--- src/hdl/pnmg_pkg.sv ---
// Shared types and constants of the netpbm-to-gray stream decoder.
// No dependencies; compiled first.
`default_nettype none

package pnmg_pkg;

	// Largest accepted image dimension; larger header values saturate one above
	localparam int MAX_DIM = 4096;

	// Request codes on the input channel
	localparam logic [1:0] REQ_DATA  = 2'd0;
	localparam logic [1:0] REQ_EOS   = 2'd1;
	localparam logic [1:0] REQ_START = 2'd2;

	// Format codes; bit 0 marks colour, bit 1 marks binary samples
	localparam logic [1:0] FMT_P2 = 2'd0;
	localparam logic [1:0] FMT_P3 = 2'd1;
	localparam logic [1:0] FMT_P5 = 2'd2;
	localparam logic [1:0] FMT_P6 = 2'd3;

	// Error codes reported in error transactions
	localparam logic [2:0] ERR_NONE     = 3'd0;
	localparam logic [2:0] ERR_MAGIC    = 3'd1;
	localparam logic [2:0] ERR_NO_NUM   = 3'd2;
	localparam logic [2:0] ERR_DIMS     = 3'd3;
	localparam logic [2:0] ERR_MAXVAL   = 3'd4;
	localparam logic [2:0] ERR_TRUNC    = 3'd5;
	localparam logic [2:0] ERR_TOO_BIG  = 3'd6;

	// Characters the parser looks for
	localparam logic [7:0] CHR_P    = 8'h50;
	localparam logic [7:0] CHR_2    = 8'h32;
	localparam logic [7:0] CHR_3    = 8'h33;
	localparam logic [7:0] CHR_5    = 8'h35;
	localparam logic [7:0] CHR_6    = 8'h36;
	localparam logic [7:0] CHR_0    = 8'h30;
	localparam logic [7:0] CHR_HASH = 8'h23;
	localparam logic [7:0] CHR_LF   = 8'h0A;

	// Luma weights; the weighted sum is divided by 1000
	localparam int COEF_R = 299;
	localparam int COEF_G = 587;
	localparam int COEF_B = 114;

	// Divide by 1000 as multiply by ceil(2^36/1000) and shift; exact below 2^26
	localparam int         DIV_SHIFT = 36;
	localparam logic [26:0] DIV_RECIP = 27'd68719477;

	// One result as it travels from the parser to the conversion pipeline
	typedef struct packed {
		logic        kind;
		logic        color;
		logic [15:0] red;
		logic [15:0] green;
		logic [15:0] blue;
		logic [11:0] row;
		logic [11:0] col;
		logic [12:0] width;
		logic [12:0] height;
		logic [15:0] maxval;
		logic [2:0]  err;
		logic        last;
	} pnmg_entry_t;

	// Zero, one or two results written into the queue in one cycle
	typedef struct packed {
		logic [1:0]  n;
		pnmg_entry_t e0;
		pnmg_entry_t e1;
	} pnmg_push_t;

endpackage

`default_nettype wire

--- src/hdl/pnmg_if.sv ---
// Valid/ready channel interfaces for the decoder's byte input and result output.
// No dependencies.
`default_nettype none


interface pnmg_out_if;
	logic        valid;
	logic        ready;
	logic        kind;
	logic [7:0]  gray_pixel;
	logic [11:0] pixel_row;
	logic [11:0] pixel_col;
	logic [12:0] image_width;
	logic [12:0] image_height;
	logic [15:0] image_maxval;
	logic [2:0]  error_code;
	logic        last;

	modport source (output valid, output kind, output gray_pixel, output pixel_row,
		output pixel_col, output image_width, output image_height, output image_maxval,
		output error_code, output last, input ready);
	modport sink (input valid, input kind, input gray_pixel, input pixel_row,
		input pixel_col, input image_width, input image_height, input image_maxval,
		input error_code, input last, output ready);
endinterface

`default_nettype wire

--- src/hdl/pnmg_back.sv ---
// Back end: colour-to-gray conversion pipeline and output register.
// Depends on pnmg_pkg and pnmg_out_if.
`default_nettype none

module pnmg_back
	import pnmg_pkg::*;
(
	input  wire logic        clk,
	input  wire logic        arst_n,
	input  wire pnmg_entry_t head,
	input  wire logic        head_valid,
	output logic             pop,
	pnmg_out_if.source       out_chan
);

	logic        adv;
	logic        v_s1, v_s2, v_s3;
	pnmg_entry_t e_s1, e_s2, e_s3;
	logic [24:0] pr_s1;
	logic [25:0] pg_s1;
	logic [22:0] pb_s1;
	logic [25:0] sum_s2;
	logic [7:0]  gray_s3;
	logic [52:0] recip_prod;

	// Move the whole pipeline when the output slot is free or being taken
	assign adv = !v_s3 || out_chan.ready;
	assign pop = adv && head_valid;

	assign recip_prod = 53'(sum_s2) * 53'(DIV_RECIP);

	// Valid bits
	always_ff @(posedge clk or negedge arst_n) begin
		if (!arst_n) begin
			v_s1 <= 1'b0;
			v_s2 <= 1'b0;
			v_s3 <= 1'b0;
		end else if (adv) begin
			v_s1 <= head_valid;
			v_s2 <= v_s1;
			v_s3 <= v_s2;
		end
	end

	// Weighted channels, weighted sum, then divide by 1000; gray samples pass straight through
	always_ff @(posedge clk) begin
		if (adv) begin
			e_s1    <= head;
			pr_s1   <= 25'(head.red) * 25'(COEF_R);
			pg_s1   <= 26'(head.green) * 26'(COEF_G);
			pb_s1   <= 23'(head.blue) * 23'(COEF_B);
			e_s2    <= e_s1;
			sum_s2  <= 26'(pr_s1) + pg_s1 + 26'(pb_s1);
			e_s3    <= e_s2;
			gray_s3 <= e_s2.color ? recip_prod[DIV_SHIFT +: 8] : e_s2.blue[7:0];
		end
	end

	assign out_chan.valid        = v_s3;
	assign out_chan.kind         = e_s3.kind;
	assign out_chan.gray_pixel   = gray_s3;
	assign out_chan.pixel_row    = e_s3.row;
	assign out_chan.pixel_col    = e_s3.col;
	assign out_chan.image_width  = e_s3.width;
	assign out_chan.image_height = e_s3.height;
	assign out_chan.image_maxval = e_s3.maxval;
	assign out_chan.error_code   = e_s3.err;
	assign out_chan.last         = e_s3.last;

	a_error_clean: assert property (@(posedge clk) disable iff (!arst_n)
		(out_chan.valid && out_chan.kind) |->
			out_chan.gray_pixel == 8'd0 && !out_chan.last && out_chan.error_code != ERR_NONE)
		else $error("error transaction carries pixel data");

endmodule

`default_nettype wire

--- src/flat_wrapper.sv ---
// flat-port wrapper written by rule: the top's interface ports become plain ports
module pnmg_back_flat import pnmg_pkg::*;
  (clk, arst_n, head, head_valid, pop, out_chan_valid, out_chan_kind, out_chan_gray_pixel, out_chan_pixel_row, out_chan_pixel_col, out_chan_image_width, out_chan_image_height, out_chan_image_maxval, out_chan_error_code, out_chan_last, out_chan_ready);
  pnmg_out_if out_chan_i ();
  input  wire logic clk;
  input  wire logic arst_n;
  input  wire pnmg_entry_t head;
  input  wire logic head_valid;
  output logic pop;
  output wire logic [$bits(out_chan_i.valid)-1:0] out_chan_valid;
  output wire logic [$bits(out_chan_i.kind)-1:0] out_chan_kind;
  output wire logic [$bits(out_chan_i.gray_pixel)-1:0] out_chan_gray_pixel;
  output wire logic [$bits(out_chan_i.pixel_row)-1:0] out_chan_pixel_row;
  output wire logic [$bits(out_chan_i.pixel_col)-1:0] out_chan_pixel_col;
  output wire logic [$bits(out_chan_i.image_width)-1:0] out_chan_image_width;
  output wire logic [$bits(out_chan_i.image_height)-1:0] out_chan_image_height;
  output wire logic [$bits(out_chan_i.image_maxval)-1:0] out_chan_image_maxval;
  output wire logic [$bits(out_chan_i.error_code)-1:0] out_chan_error_code;
  output wire logic [$bits(out_chan_i.last)-1:0] out_chan_last;
  input wire logic [$bits(out_chan_i.ready)-1:0] out_chan_ready;
  assign out_chan_valid = out_chan_i.valid;
  assign out_chan_kind = out_chan_i.kind;
  assign out_chan_gray_pixel = out_chan_i.gray_pixel;
  assign out_chan_pixel_row = out_chan_i.pixel_row;
  assign out_chan_pixel_col = out_chan_i.pixel_col;
  assign out_chan_image_width = out_chan_i.image_width;
  assign out_chan_image_height = out_chan_i.image_height;
  assign out_chan_image_maxval = out_chan_i.image_maxval;
  assign out_chan_error_code = out_chan_i.error_code;
  assign out_chan_last = out_chan_i.last;
  assign out_chan_i.ready = out_chan_ready;
  pnmg_back u_core (.clk(clk), .arst_n(arst_n), .head(head), .head_valid(head_valid), .pop(pop), .out_chan(out_chan_i));
endmodule
--- config.mk ---
export PLATFORM = sky130hd
export DESIGN_NAME = pnmg_back_flat
export DESIGN_NICKNAME = d
export VERILOG_FILES = /design/src/hdl/pnmg_pkg.sv /design/src/hdl/pnmg_if.sv /design/src/hdl/pnmg_back.sv /design/src/flat_wrapper.sv
export SDC_FILE = /design/constraint.sdc
export NUM_CORES = 1
export LEC_CHECK = 0
export BUFFER_PORTS_ARGS = -buffer_cell sky130_fd_sc_hd__buf_2
export CAP_MARGIN = 20
export CORE_ASPECT_RATIO = 1.5
export CORE_UTILIZATION = 44
export DETAILED_ROUTE_END_ITERATION = 10
export GPL_TIMING_DRIVEN = 0
export RECOVER_POWER = 100
export SYNTH_ARGS = -nofsm -noshare
export SYNTH_HDL_FRONTEND = slang
export SYNTH_SLANG_ARGS = --single-unit
--- constraint.sdc ---
create_clock -name clk -period 20.3 [get_ports clk]
set_input_delay 6.09 -clock clk [delete_from_list [all_inputs] [get_ports clk]]
set_output_delay 6.09 -clock clk [all_outputs]
set_load 0.005 [all_outputs]
==> metrics <==
global-route wire length before repair=~93000 um; Synth top cells by count=inv_1, ha_1, edfxtp_1, fa_1, nor2_1; R2R Path End=u_core.out_chan.pixel_row[1]; H-tree levels=2; Routed WL per cell=approximately 18 um; Worst EP required=roughly 14000 ps; RSZ-0062 raised after global routing=false; Final Hold Viols=0; hold path start=u_core.e_s1[76]; Die Width=208 um; Synth Warn #=0; DR pass1 iterations=5; WHS Path Cells=0; area share of fa/ha/maj cells after synthesis=between 40% and 50%; GRT busiest layer=met2; chip height=just over 300 um; layout cells sized above 1=slightly above 8%; Worst Setup End Kind=output port; ys async rst share=less than 1%; port bufs=slightly above 200; most frequent cell after synthesis=inv_1; vias=between 15000 and 20000; DPL Wire Length=49000 um; vias in the first global route=17807; Synth Area in Compound Gates=around 5.8%; post-synthesis mux area share=less than 1%; Post-Place Worst Slack=7140 ps; Tcrit/Tclk final=between 70% and 80%; core area=approximately 63000 sq um; Worst Setup Start Kind=input pin; top cell type's share of synthesized area=between 30% and 40%; Final Max Slew Viols=~170; post-cts resize count=0; CTS Hold Bufs=0; setup violation total in the final timing report=0; Max Freq=between 0.06 and 0.07 GHz; setup ws final=between 4000 and 5000 ps; Multi-input gate area=15900 sq um; top post-synthesis cells by area=edfxtp_1, fa_1, ha_1; crit path kind=in -> out; Post-Syn Area=28000 sq um; largest family of logic cells by synthesized area=adder cells; drt drc=0; total CTS buffers=36; CP Data Arrival Time=9370 ps; M1 GR Usage=a little under a fifth; gr ovfl total=0; Min-Delay Path Class=reg -> reg; final clock skew=around 43 ps; ys flop type=edfxtp_1; Row Count=113; Register Area=around 10000 sq um; failing checks=max-capacitance violations, max-slew violations; antenna viol nets, final=0; synth unique cells=just under 60; CTS clk-pin slew, worst paths=~60 ps; M3 GR Usage=2.02%; max-cap violation count=3; post-synth top area cell=edfxtp_1; fillers=roughly 5600; Initial Utilization=between 40% and 50%; Synthesized Nets=around 3100; fin crit period=roughly 15000 ps; XOR/XNOR Fraction of Synth Area=2.50%; Worst-Skew Late Latency=roughly 580 ps; r2r setup slk=11780 ps; RePlAce Congestion=~0.93; I/O pin count=205; largest net degree at the start of global routing=80; CP max FO=58; number of synthesized flops with an enable pin=between 300 and 400; Post-Synthesis Cells=approximately 2200; setup_tns=0 ps; GR Util All Layers=18.6%; simple-gate portion of the synthesized area=~3.5%; CTS max path bufs=3; CTS tree=built; status=complete, but fails checks; worst slew pin tran=3410 ps; antenna violations before repair=2; WHS Endpoint=u_core.e_s2[76]; Final #Nets=~3400; vias per cell=between 4 and 5; Die ar.=around 65000 sq um; area grow syn2layout=11.1%; r2r startpoint=u_core.out_chan.valid; CTS root buf=clkbuf_16; setup bufs post-CTS=0; R2R cell count=5; syn_area_per_cell=12.7 sq um; Seq/Total Area, Yosys=a little over a third; Post-Route WL=around 58000 um; grt met2 use=a little under two fifths; post-synthesis register bit count=338; worst hold margin=between 300 and 400 ps; CTS sink count=around 340; worst relative slew slack=-127%; DRT iter0 DRCs=around 700
per-stage QoR:
stage                     util, %  cell area [sq um]  std cells
after floorplan                 -              28000       2210
after global placement       47.6              30100       3219
after detailed placement     47.8              30200       3224
after CTS                    49.6              31400       3287
after global routing         49.3              31200       3289
final                        49.3              31200       3289
how the worst max path moves through the flow:
stage	start	end	slack [ps]	depth (start not counted)
final	out_chan_ready	pop	4840	5
after global routing	out_chan_ready	pop	4440	5
after CTS	out_chan_ready	pop	7140	5
after detailed placement	out_chan_ready	pop	7140	5
after global placement	out_chan_ready	pop	2080	4
after floorplan	out_chan_ready	pop	3410	2
registers in the layout (all words and copies together), names as in the netlist:
name,cells
u_core.out_chan.valid,1
u_core.out_chan.last,1
u_core.out_chan.image_height,13
u_core.out_chan.pixel_row,12
u_core.v_s1,1
u_core.v_s2,1
u_core.e_s2,80
u_core.out_chan.image_maxval,16
u_core.out_chan.kind,1
u_core.sum_s2,26
u_core.out_chan.pixel_col,12
u_core.out_chan.image_width,13
u_core.pb_s1,19
u_core.pr_s1,25
u_core.out_chan.gray_pixel,8
u_core.e_s1,80
u_core.out_chan.error_code,3
u_core.pg_s1,26
kinds of logic (layout without fill, tap and decap cells):
logic type	after synthesis	in the layout
buffers and inverters	532	804
adder cells (fa/ha/maj)	800	800
AO/OA/AOI/OAI	243	243
XOR/XNOR	80	80
AND/OR/NAND/NOR	208	208
multiplexers	9	9
other	0	2
flip-flops	338	338
cells in the final DEF, fill, tap and decap left out, drive strengths merged, types with 12 or more instances in the layout:
master | synthesis | routed
clkinv | 0 | 14
a211oi | 14 | 14
xnor2 | 63 | 63
fa | 329 | 329
nand3 | 19 | 19
o21ai | 40 | 40
a21oi | 68 | 68
a21o | 30 | 30
clkbuf | 0 | 116
edfxtp | 335 | 335
inv | 531 | 536
o21bai | 13 | 13
buf | 1 | 132
o21a | 16 | 16
nor2 | 70 | 70
nor2b | 12 | 12
ha | 471 | 471
xor2 | 17 | 17
nand2 | 44 | 44
nor3 | 13 | 13
per-layer routing:
layer / vias to the layer above / share of wire, %
met2: 228 / 57
met3: 100 / 2.6
met5: - / 0
li1: 7895 / -
met1: 8132 / 36
met4: 0 / 4.7
cell type report:
| class | count | area share, % |
|---|---|---|
| sequential | 338 | 32.5 |
| clock inverter | 25 | 0.787 |
| buffer | 1 | 0.0120 |
| tap | 805 | 3.23 |
| antenna | 2 | 0.0161 |
| multi-input combinational | 1340 | 50.9 |
| timing repair buffer | 209 | 3.19 |
| inverter | 531 | 6.40 |
| clock buffer | 38 | 2.92 |
critical path, cell delays in order:
cell and delay (ps):
buf_2 70, nand2b_1 650, clkbuf_1 2140, and2_0 280, buf_2 130
Power is left out: the tool's default activity adds up to more than one toggle a clock period on the data nets, which glitch-free logic cannot reach.
