<file path="src/hdl/pnmg_pkg.sv">
// Shared types and constants of the netpbm-to-gray stream decoder.
// No dependencies; compiled first.
`default_nettype none

package pnmg_pkg;

	// Largest accepted image dimension; larger header values saturate one above
	localparam int MAX_DIM = 4096;

	// Request codes on the input channel
	localparam logic [1:0] REQ_DATA  = 2'd0;
	localparam logic [1:0] REQ_EOS   = 2'd1;
	localparam logic [1:0] REQ_START = 2'd2;

	// Format codes; bit 0 marks colour, bit 1 marks binary samples
	localparam logic [1:0] FMT_P2 = 2'd0;
	localparam logic [1:0] FMT_P3 = 2'd1;
	localparam logic [1:0] FMT_P5 = 2'd2;
	localparam logic [1:0] FMT_P6 = 2'd3;

	// Error codes reported in error transactions
	localparam logic [2:0] ERR_NONE     = 3'd0;
	localparam logic [2:0] ERR_MAGIC    = 3'd1;
	localparam logic [2:0] ERR_NO_NUM   = 3'd2;
	localparam logic [2:0] ERR_DIMS     = 3'd3;
	localparam logic [2:0] ERR_MAXVAL   = 3'd4;
	localparam logic [2:0] ERR_TRUNC    = 3'd5;
	localparam logic [2:0] ERR_TOO_BIG  = 3'd6;

	// Characters the parser looks for
	localparam logic [7:0] CHR_P    = 8'h50;
	localparam logic [7:0] CHR_2    = 8'h32;
	localparam logic [7:0] CHR_3    = 8'h33;
	localparam logic [7:0] CHR_5    = 8'h35;
	localparam logic [7:0] CHR_6    = 8'h36;
	localparam logic [7:0] CHR_0    = 8'h30;
	localparam logic [7:0] CHR_HASH = 8'h23;
	localparam logic [7:0] CHR_LF   = 8'h0A;

	// Luma weights; the weighted sum is divided by 1000
	localparam int COEF_R = 299;
	localparam int COEF_G = 587;
	localparam int COEF_B = 114;

	// Divide by 1000 as multiply by ceil(2^36/1000) and shift; exact below 2^26
	localparam int         DIV_SHIFT = 36;
	localparam logic [26:0] DIV_RECIP = 27'd68719477;

	// One result as it travels from the parser to the conversion pipeline
	typedef struct packed {
		logic        kind;
		logic        color;
		logic [15:0] red;
		logic [15:0] green;
		logic [15:0] blue;
		logic [11:0] row;
		logic [11:0] col;
		logic [12:0] width;
		logic [12:0] height;
		logic [15:0] maxval;
		logic [2:0]  err;
		logic        last;
	} pnmg_entry_t;

	// Zero, one or two results written into the queue in one cycle
	typedef struct packed {
		logic [1:0]  n;
		pnmg_entry_t e0;
		pnmg_entry_t e1;
	} pnmg_push_t;

endpackage

`default_nettype wire

</file>
<file path="src/hdl/pnmg_queue.sv">
// Small result queue between parser and conversion pipeline; up to two writes a cycle.
// Depends on pnmg_pkg.
`default_nettype none

module pnmg_queue
	import pnmg_pkg::*;
#(
	parameter int DEPTH = 4
) (
	input  wire logic        clk,
	input  wire logic        arst_n,
	input  wire pnmg_push_t  push,
	input  wire logic        pop,
	output pnmg_entry_t      head,
	output logic             head_valid,
	output logic             room
);

	localparam int PW = (DEPTH > 1) ? $clog2(DEPTH) : 1;
	localparam int CW = $clog2(DEPTH + 1);

	pnmg_entry_t   mem_q [DEPTH];
	logic [PW-1:0] wr_q;
	logic [PW-1:0] rd_q;
	logic [CW-1:0] cnt_q;
	logic [PW-1:0] wr1;
	logic [PW-1:0] wr2;

	function automatic logic [PW-1:0] nxt(input logic [PW-1:0] p);
		return (p == PW'(DEPTH - 1)) ? '0 : p + PW'(1);
	endfunction

	assign wr1        = nxt(wr_q);
	assign wr2        = nxt(wr1);
	assign head       = mem_q[rd_q];
	assign head_valid = (cnt_q != '0);
	assign room       = (cnt_q <= CW'(DEPTH - 2));

	// Write entries
	always_ff @(posedge clk) begin
		if (push.n != 2'd0) mem_q[wr_q] <= push.e0;
		if (push.n == 2'd2) mem_q[wr1] <= push.e1;
	end

	// Advance pointers and fill count
	always_ff @(posedge clk or negedge arst_n) begin
		if (!arst_n) begin
			wr_q  <= '0;
			rd_q  <= '0;
			cnt_q <= '0;
		end else begin
			if (push.n == 2'd1) wr_q <= wr1;
			else if (push.n == 2'd2) wr_q <= wr2;
			if (pop) rd_q <= nxt(rd_q);
			cnt_q <= cnt_q + CW'(push.n) - CW'(pop);
		end
	end

	a_no_overflow: assert property (@(posedge clk) disable iff (!arst_n)
		cnt_q <= CW'(DEPTH))
		else $error("result queue overflow");

	a_no_underflow: assert property (@(posedge clk) disable iff (!arst_n)
		pop |-> cnt_q != '0)
		else $error("pop from empty result queue");

endmodule

`default_nettype wire

</file>
<file path="config.mk">
export PLATFORM = sky130hd
export DESIGN_NAME = pnmg_queue
export DESIGN_NICKNAME = d
export VERILOG_FILES = /design/src/hdl/pnmg_pkg.sv /design/src/hdl/pnmg_queue.sv
export SDC_FILE = /design/constraint.sdc
export NUM_CORES = 1
export LEC_CHECK = 0
export BUFFER_PORTS_ARGS = -buffer_cell sky130_fd_sc_hd__buf_2
export CAP_MARGIN = 20
export CELL_PAD_IN_SITES_DETAIL_PLACEMENT = 0
export CELL_PAD_IN_SITES_GLOBAL_PLACEMENT = 1
export CORE_MARGIN = 5
export CORE_UTILIZATION = 45
export CTS_BUF_LIST = sky130_fd_sc_hd__clkbuf_2
export CTS_CLUSTER_SIZE = 40
export DETAILED_ROUTE_END_ITERATION = 8
export GPL_ROUTABILITY_DRIVEN = 0
export PLACE_DENSITY_LB_ADDON = 0.1
export SLEW_MARGIN = 20
export SYNTH_ARGS = -nofsm -noshare
export SYNTH_HDL_FRONTEND = slang
export SYNTH_SLANG_ARGS = --single-unit
</file>
<file path="constraint.sdc">
create_clock -name clk -period 10.7 [get_ports clk]
set_input_delay 1.605 -clock clk [delete_from_list [all_inputs] [get_ports clk]]
set_output_delay 1.605 -clock clk [all_outputs]
set_load 0.02 [all_outputs]
</file>
==> run metrics, run 1 <==
vias in the first global route 14500; post-DP HPWL approximately 37 mm; Critical Path Fanout Max 49; post-synthesis mux area share 34.5%; R2R depth 6; core area 0.0516 sq mm; total negative slack 0 ps; Hold Slack around 230 ps; Overall Global Routing Usage between 20% and 30%; initial antenna violation count 24; Synth Area in Compound Gates less than 1%; Final Hold Vio Count 0; worst reg2reg endpoint mem_q[3][78]$_DFFE_PP_; sequential share of the synthesized area between 60% and 70%; Die W 239 um; Avg Vias per Cell between 5 and 6; global-route wire length before repair between 90 and 100 mm; area grow syn2layout 15.4%; CTS clk-pin slew, worst paths ~90 ps; CP Class reg2out; Die Y-Extent roughly 240 um; r2r setup slk about 7100 ps; Slew Limit Headroom approximately 27%; fmax approximately 180 MHz; DRT iter0 DRCs roughly 720; Synth Area in XOR/XNOR 0.0743%; Setup Skew approximately 42 ps; clock tree sinks ~490; Gate Count Post-Synth around 1200; worst skew pair latency 1250 ps; Routed Antenna Nets 0; crit path DAT between 4000 and 5000 ps; DRC Markers 0; via count between 10000 and 15000; WL final between 60 and 70 mm; RR Startpoint wr_q[0]$_DFFE_PN0P_; Final Cycle Share 53.4%; CTS Root Cell clkbuf_2; post-synth top area share about three fifths; initial core utilization about 46%; Yosys reg bits ~490; post-synth cell types 22; Synth Net Count 1476; Leakage 10.1 nW; buffer depth of the longest clock path 3; CP Capture Type output pin; top post-synthesis cells by area edfxtp_1 (61%), mux2_2 (23%), mux4_2 (11%); cell taking the most area after synthesis edfxtp_1; Final setup viols 0; adder-cell share of the synthesized area 0.828%; TritonCTS Buffers 135; unrepaired setup endpoints after global routing false; Post-Syn Area approximately 0.024 sq mm; Max Slew Vio Count 0; pin count of the biggest net entering global routing slightly below 70; # H-tree levels 4; synth warn 0; status finished, final reports clean; Resized cells post-CTS 0; PortBufs between 300 and 400; I/O pin cnt between 300 and 400; Hold Crit Class in2async; routed len/inst about 25 um; Simple-Gate Fraction of Synth Area 0.154%; Mean Syn Cell Area 19.4 sq um; Pre-antenna DRT Iters 5; Nets between 1500 and 2000; Req. time, crit path approximately 9000 ps; pwr/cell area approximately 260 mW/mm^2; Least-Margin Pin Slew ~1100 ps; Pwr Total ~7 mW; setup ws final around 5000 ps; CTS tree yes; largest family of logic cells by synthesized area multiplexers; Die ar. 0.0571 sq mm; share of cells above drive strength 1 between 60% and 70%; Max-Cap Viols 0; setup slack at placement 5820 ps; Post-CTS Setup Inserts 0; fin crit period approximately 5700 ps; Hold Buf Count CTS 0; row count 83; Max VDD drop between 0.2 and 0.25 mV; GRT overflow 0; CP Launch Type flip-flop; FILL cells between 4000 and 5000
[worst max path at each step]
| stage | slack (ps) | endpoint | from |
|---|---|---|---|
| after floorplan | -320 | mem_q[1][0]$_DFFE_PP_ | push[240] |
| after global placement | 5860 | mem_q[3][62]$_DFFE_PP_ | push[240] |
| after detailed placement | 5820 | mem_q[3][51]$_DFFE_PP_ | push[240] |
| after CTS | 4710 | head[64] | rd_q[1]$_DFFE_PN0P_ |
| after global routing | 4640 | head[64] | rd_q[1]$_DFFE_PN0P_ |
| final | 4990 | head[64] | rd_q[1]$_DFFE_PN0P_ |
[routing by layer]
layer / part of all wire [%] / global-route usage (%) / wire [um] / vias to the layer above
li1: - / - / - / 5990
met1: 41 / 27.0 / 24700 / 6893
met2: 51 / 34.9 / 30800 / 379
met3: 7.0 / 6.98 / 4240 / 93
met4: 1.8 / 7.10 / 1090 / 20
met5: 0.21 / 0 / 128 / -
[kinds of logic after synthesis]
| family | after synthesis |
|---|---|
| AOI/OAI and AO/OA | 9 |
| xor gates and xnor gates | 2 |
| adders and majority gates | 15 |
| buffers and inverters | 92 |
| DFF | 487 |
| muxes | 603 |
| and+or+nand+nor | 8 |
[area by class of cell]
class,count,area [sq um],share of cell area [%]
tap,680,851,3.13
inverter,13,48.8,0.179
timing repair buffer,388,2040,7.49
clock buffer,203,1020,3.74
clock inverter,18,93.8,0.345
multi-input combinational,637,8520,31.3
sequential,487,14600,53.7
antenna,15,37.5,0.138
[synth_stat cells, drive strengths merged]
cell type	instances
or3	1
buf	79
a22oi	1
mux4	120
nor2	2
o21ai	5
ha	14
fa	1
mux2	483
edfxtp	480
a21oi	1
xnor2	2
o31ai	1
dfrtp	7
nand2	4
inv	13
a31oi	1
or4	1
[sequential cells by signal (all words and copies together), names as in the netlist]
signal and count:
mem_q 480, cnt_q 3, rd_q 2, wr_q 2
[layout by cell type, fill, tap and decap left out, drive strengths merged]
master and instances:
clkbuf 203, o31ai 1, xnor2 2, nand2 4, or4 1, or3 1, mux2 483, clkinv 8
nor2 2, a22oi 1, mux4 120, inv 22, a31oi 1, ha 14, a21oi 1, o21ai 5
edfxtp 480, diode 15, fa 1, dfrtp 7, bufinv 1, buf 388
[power breakdown]
part           switching, mW  internal [mW]  total, mW
Combinational           1.70           1.12       2.82
Clock                  0.755          0.519       1.27
Sequential             0.193           2.87       3.06
Total                   2.65           4.51       7.16
[worst max-delay path, cell delays in order, from the launching register on]
cell	delay (ps)
dfrtp_4	830
buf_4	740
buf_4	660
mux4_2	430
buf_2	180
[stage by stage]
stage	util, %	instances	area [sq um]
floorplan	-	1216	23600
global placement	50.4	2203	26000
detailed placement	50.4	2204	26000
CTS	52.6	2425	27100
global route	52.7	2435	27200
finish	52.7	2441	27200
Note: power is estimated with default switching activity, not from simulation.
==> run 2, diff against run 1 <==
Clock period 10.7 ns to 4.62 ns, I/O delays scaled along.
==> run metrics, run 2 (same netlist as run 1, synthesis figures left out) <==
status finished, final reports clean; area grow syn2layout 31.5%; post-DP HPWL 33.7 mm (-9.1%); TritonCTS Buffers 138 (+2.2%); most flop-heavy register mem_q; buffer depth of the longest clock path 3 (unchanged); Die Y-Extent 239 um (unchanged); CP Launch Type flip-flop; FILL cells 4034 (-7.2%); Req. time, crit path 3930 ps (-5170 ps); I/O pin cnt 367 (unchanged); Leakage 11.7 nW (+16%); CTS tree yes; row count 83 (unchanged); DRT iter0 DRCs 731 (+0.97%); CTS clk-pin slew, worst paths 90 ps (about the same); initial antenna violation count 9 (-63%); Critical Path Fanout Max 41 (-16%); fmax between 200 and 250 MHz; Max-Cap Viols 0 (unchanged); Slew Limit Headroom 36.1% (+8.7 points); RR Startpoint wr_q[0]$_DFFE_PN0P_; DRC Markers 0 (unchanged); vias in the first global route 16900 (+17%); Worst Setup SP rd_q[0]$_DFFE_PN0P_; worst reg2reg endpoint mem_q[1][57]$_DFFE_PP_; unrepaired setup endpoints after global routing false; FF+latch area 0.0146 sq mm (unchanged); top flop regs mem_q (480), cnt_q (3); final design utilization 60.0% (+7.4 points); fin crit period about 4100 ps; Hold EP rd_q[0]$_DFFE_PN0P_; pwr/cell area 551 mW/mm^2 (+110%); Avg Vias per Cell 5.25 (-4.2%); most frequent cells in the layout mux2_2 (483), edfxtp_1 (480), dlygate4sd3_1 (366), buf_2 (366), clkbuf_2 (206); CTS Root Cell clkbuf_2; Pwr Total 17.1 mW (+140%); Max Slew Vio Count 0 (unchanged); Die ar. 0.0571 sq mm (unchanged); via count 14800 (+10%); Nets 2287 (+19%); Hold Crit Depth 3; r2r setup slk 1370 ps (-5750 ps); GRT overflow 0 (unchanged); most common cell after layout, fill and taps aside mux2_2; CP Class reg2out; global-route wire length before repair 96.5 mm (+6.3%); Final Hold Vio Count 0 (unchanged); Final setup viols 0 (unchanged); worst skew pair latency 1270 ps (+20 ps); share of cells above drive strength 1 57.2% (-12 points); routed len/inst 22.4 um (-10%); Max VDD drop 0.499 mV (+110%); Hold Crit Class in2reg; initial core utilization 45.7% (unchanged); # H-tree levels 4 (unchanged); WL final 63.1 mm (+3.5%); Hold Buf Count CTS 366 (+366); max reg flops 480 (unchanged); clock tree sinks 487 (unchanged); core area 0.0516 sq mm (unchanged); Post-CTS Setup Inserts 0 (unchanged); Setup Skew 44.8 ps (+2.73 ps); CP Capture Type output pin; Routed Antenna Nets 0 (unchanged); Pre-antenna DRT Iters 4 (-1); R2R depth 6 (unchanged); PortBufs 366 (unchanged); area of the multi-input gates 0.00852 sq mm (unchanged); Resized cells post-CTS 0 (unchanged); pin count of the biggest net entering global routing 121 (+75%); worst hold start pop; crit path DAT 3420 ps (-690 ps); Overall Global Routing Usage 22.2% (+0.89 points); Least-Margin Pin Slew 959 ps (-130 ps); Final Cycle Share about nine tenths; Die W 239 um (unchanged)
[run 2: cell count changes in the layout (fill, tap and decap cells not counted), sizes merged]
| cell | change |
|---|---|
| buf | -4 |
| clkinv | +11 |
| inv | -3 |
| clkbuf | +3 |
| bufinv | +1 |
| diode | -1 |
| dlygate4sd3 | +366 |
[run 2: per-layer routing]
layer / up-vias / part of all wire (%) / global-route usage, %
met5: - / 0 / 0
met4: 0 / 2.0 / 7.72
met3: 93 / 6.5 / 6.78
met2: 440 / 52 / 38.4
met1: 7506 / 40 / 26.5
li1: 6726 / - / -
[run 2: critical path, cell delays in order (launching register included)]
cell and delay, ps:
dfrtp_4 900, buf_12 410, mux4_2 600, buf_2 180
[run 2: worst max path at each step]
| stage | endpoint | slack [ps] |
|---|---|---|
| floorplan | mem_q[3][0]$_DFFE_PP_ | -2260 |
| global placement | mem_q[0][17]$_DFFE_PP_ | 1550 |
| detailed placement | mem_q[0][35]$_DFFE_PP_ | 1510 |
| CTS | head[106] | 240 |
| global route | head[49] | 170 |
| finish | head[49] | 500 |
[run 2: stage by stage]
| stage | instances | instance area (sq um) | hold slack [ps] | setup slack [ps] | TNS, ps |
|---|---|---|---|---|---|
| floorplan | 1216 | 23600 | 397 | -2260 | -1085020 |
| global placement | 2201 | 26100 | 540 | 1550 | 0 |
| detailed placement | 2201 | 26100 | 542 | 1510 | 0 |
| CTS | 2800 | 31000 | 66.6 | 241 | 0 |
| global route | 2811 | 31000 | 73.1 | 175 | 0 |
| finish | 2814 | 31000 | 285 | 504 | 0 |
[run 2: cell type report]
| class | instances | area share [%] |
|---|---|---|
| antenna | 14 | 0.113 |
| multi-input combinational | 637 | 27.5 |
| inverter | 13 | 0.157 |
| tap | 680 | 2.75 |
| clock inverter | 27 | 0.505 |
| clock buffer | 206 | 3.33 |
| timing repair buffer | 750 | 18.6 |
| sequential | 487 | 47.1 |
[run 2: power by group]
part	switching [mW]	internal (mW)	total [mW]	leakage [nW]
combinational	3.98	2.93	6.91	6.17
sequential	0.449	6.63	7.08	4.58
clock	1.81	1.28	3.09	0.944
total	6.24	10.8	17.1	11.7
==> run 3, diff against run 2 <==
Settings changed: ABC_AREA set to 1, CORE_UTILIZATION 45 to 41, HOLD_SLACK_MARGIN set to 0.05.
==> run metrics, run 3 <==
status finished, final reports clean; post-route cell area 0.0309 sq mm (-0.23%); post-synth top area share 60.8% (-0.39 points); DRC Markers 0 (unchanged); CP Class reg2out; Synth Flop Type edfxtp_1; Hold Crit Depth 3 (unchanged); Post-synth EDFFs 480 (unchanged); r2r setup slk 1760 ps (+390 ps); post-DP HPWL 38.7 mm (+15%); CP Launch Type flip-flop; CP Depth 5 (+2); pin count of the biggest net entering global routing 241 (+99%); buffer depth of the longest clock path 3 (unchanged); worst reg2reg endpoint mem_q[1][68]$_DFFE_PP_; Critical Path, Cell by Cell clkinv_8, buf_4, o21ai_0, o21ai_1, buf_2; global-route wire length before repair 112 mm (+16%); Gate Count Post-Synth 2534 (+110%); Max Slew Vio Count 0 (unchanged); top post-synthesis cells by area edfxtp_1 (61%), o21ai_0 (14%), nand2_1 (7.8%); Hold Crit Class in2reg; synth warn 0 (unchanged); # H-tree levels 4 (unchanged); P_int 9.96 mW (-8.1%); I/O pin cnt 367 (unchanged); Max-Cap Viols 0 (unchanged); CTS Root Cell clkbuf_2; Die W 251 um (+4.9%); Commonest cells post-synth o21ai_0 (647), nand2_1 (493), edfxtp_1 (480); Gate power share 41.4% (+0.9 points); Post-Syn Area 0.0237 sq mm (+0.64%); vias in the first global route 20800 (+23%); Yosys reg bits 487 (unchanged); Least-Margin Pin Slew 1050 ps (+89.0 ps); CTS tree yes; sequential share of power 40.4% (-1.0 points); sequential share of the synthesized area 61.5% (-0.39 points); core area 0.0575 sq mm (+11%); via count 20800 (+41%); area of the multi-input gates 0.00776 sq mm (-8.9%); Routed Antenna Nets 0 (unchanged); RR Startpoint wr_q[0]$_DFFE_PN0P_; most common cell in the synthesized netlist o21ai_0; crit path DAT 3550 ps (+130 ps); area grow syn2layout 30.3%; Die ar. 0.0628 sq mm (+10%); setup slack at placement 1340 ps (-162 ps); DRT iter0 DRCs 1200 (+64%); TritonCTS Buffers 137 (-0.72%); fmax 235 MHz (-3.1%); Final Cycle Share 91.9% (+2.9 points); max reg flops 480 (unchanged); worst skew pair latency 1240 ps (-30 ps); Slew Limit Headroom 30.2% (-5.9 points); top flop regs mem_q (480), cnt_q (3); cell taking the most area after synthesis edfxtp_1; WL final 72.6 mm (+15%); Net Sw Frac 41.6% (+5.1 points); post-synth cell types 20 (-9.1%); most frequent cells in the layout o21ai_0 (643), nand2_1 (489), edfxtp_1 (480); Max VDD drop 0.460 mV (-7.7%); Mean Syn Cell Area 9.36 sq um (-52%); initial antenna violation count 7 (-2); Clock Power Share 18.2% (about the same); post-placement cell area 0.0260 sq mm (-0.33%); fin crit period 4250 ps (+132 ps); Hold EP rd_q[0]$_DFFE_PN0P_; Avg Vias per Cell 5.05 (-3.7%); Critical Path Fanout Max 101 (+150%); initial core utilization 41.3% (-4.4 points); Leakage 13.2 nW (+13%); row count 88 (+6.0%); slowest stage delay, CP 830 ps (-70 ps); GRT overflow 0 (unchanged); Die Y-Extent 251 um (+4.9%); Setup Skew 64.4 ps (+19.6 ps); most common cell after layout, fill and taps aside o21ai_0; Req. time, crit path 3930 ps (about the same); clock tree sinks 487 (unchanged); Synth Net Count 2794 (+89%); CP Buf/Inv Count 3 (+1); routed len/inst 17.6 um (-21%); delay-heaviest family, CP buffers and inverters; CP Capture Type output pin; Nets 3506 (+53%); CTS clk-pin slew, worst paths 110 ps (+20 ps); Final setup viols 0 (unchanged); Overall Global Routing Usage 22.5% (+0.29 points); worst hold start pop; Final Hold Vio Count 0 (unchanged); Pre-antenna DRT Iters 5 (+1); PortBufs 366 (unchanged); net load switching power 7.10 mW (+14%); most flop-heavy register mem_q; Critical Path Slowest Stage Cell dfrtp_4; pwr/cell area 552 mW/mm^2 (+0.13%); fraction of registers with async set or reset after synthesis 1.44% (unchanged); FF+latch area 0.0146 sq mm (about the same); total negative slack 0 ps (unchanged); R2R depth 6 (unchanged); FILL cells 5302 (+31%); setup ws final 373 ps (-132 ps); share of cells above drive strength 1 18.2% (-39 points)
## run 3: final cells by class
class,count,area share [%]
Sequential cell,487,47.2
Multi-Input combinational cell,1725,25.1
Timing Repair Buffer,756,18.9
Clock buffer,192,3.11
Tap cell,765,3.10
Inverter,139,1.74
Clock inverter,41,0.769
Antenna cell,7,0.0567
## run 3: metal layers
metal | vias up | part of all wire, % | track usage (%) | routed length [um]
met5 | - | 0.015 | 0 | 11
met4 | 2 | 2.2 | 7.91 | 1630
met3 | 117 | 6.3 | 5.40 | 4590
met2 | 680 | 51 | 39.6 | 37400
met1 | 9776 | 40 | 27.0 | 29000
li1 | 10200 | - | - | -
## run 3: tightest hold or removal path: stages
cell	delay, ps
dlygate4sd3_1	550
buf_2	170
o21ai_0	80
## run 3: worst max path at each step
stage	endpoint	slack, ps	start
final	head[49]	370	rd_q[0]$_DFFE_PN0P_
after detailed placement	head[49]	1340	rd_q[0]$_DFFE_PN0P_
after global routing	head[49]	-7	rd_q[0]$_DFFE_PN0P_
after floorplan	mem_q[0][0]$_DFFE_PP_	-2270	push[240]
after global placement	head[49]	1360	rd_q[0]$_DFFE_PN0P_
after CTS	head[49]	20	rd_q[0]$_DFFE_PN0P_
## run 3: timing repair
item,in CTS,in global routing
endpoints found under the setup margin,25,26
hold buffers,365,0
buffers inserted,0,1
hold endpoints to repair,494,0
gates resized for setup,1,2
cloned,0,0
## run 3: kinds of logic after synthesis
| logic type | synth area share [%] |
|---|---|
| xor+xnor | 0.0369 |
| flops | 61.5 |
| buf+inv | 6.11 |
| fa+ha+maj | 0.823 |
| compound gates | 17.9 |
| simple gates | 13.6 |
## run 3: stage by stage
stage	total power, mW	util, %	hold WS (ps)	std cells
finish	17.1	53.8	314	4112
global route	18.2	53.8	123	4111
CTS	17.3	53.7	71.3	4104
detailed placement	13.8	45.3	541	3506
global placement	13.7	45.3	531	3506
floorplan	11.6	-	397	2534
## run 3: power groups by stage
| stage | sequential (mW) | clock [mW] | combinational, mW |
|---|---|---|---|
| after CTS | 6.92 | 3.21 | 7.13 |
| after floorplan | 7.19 | 0 | 4.36 |
| final | 6.89 | 3.10 | 7.07 |
| after global routing | 6.99 | 3.46 | 7.76 |
| after global placement | 7.00 | 0 | 6.68 |
| after detailed placement | 7.02 | 0 | 6.74 |
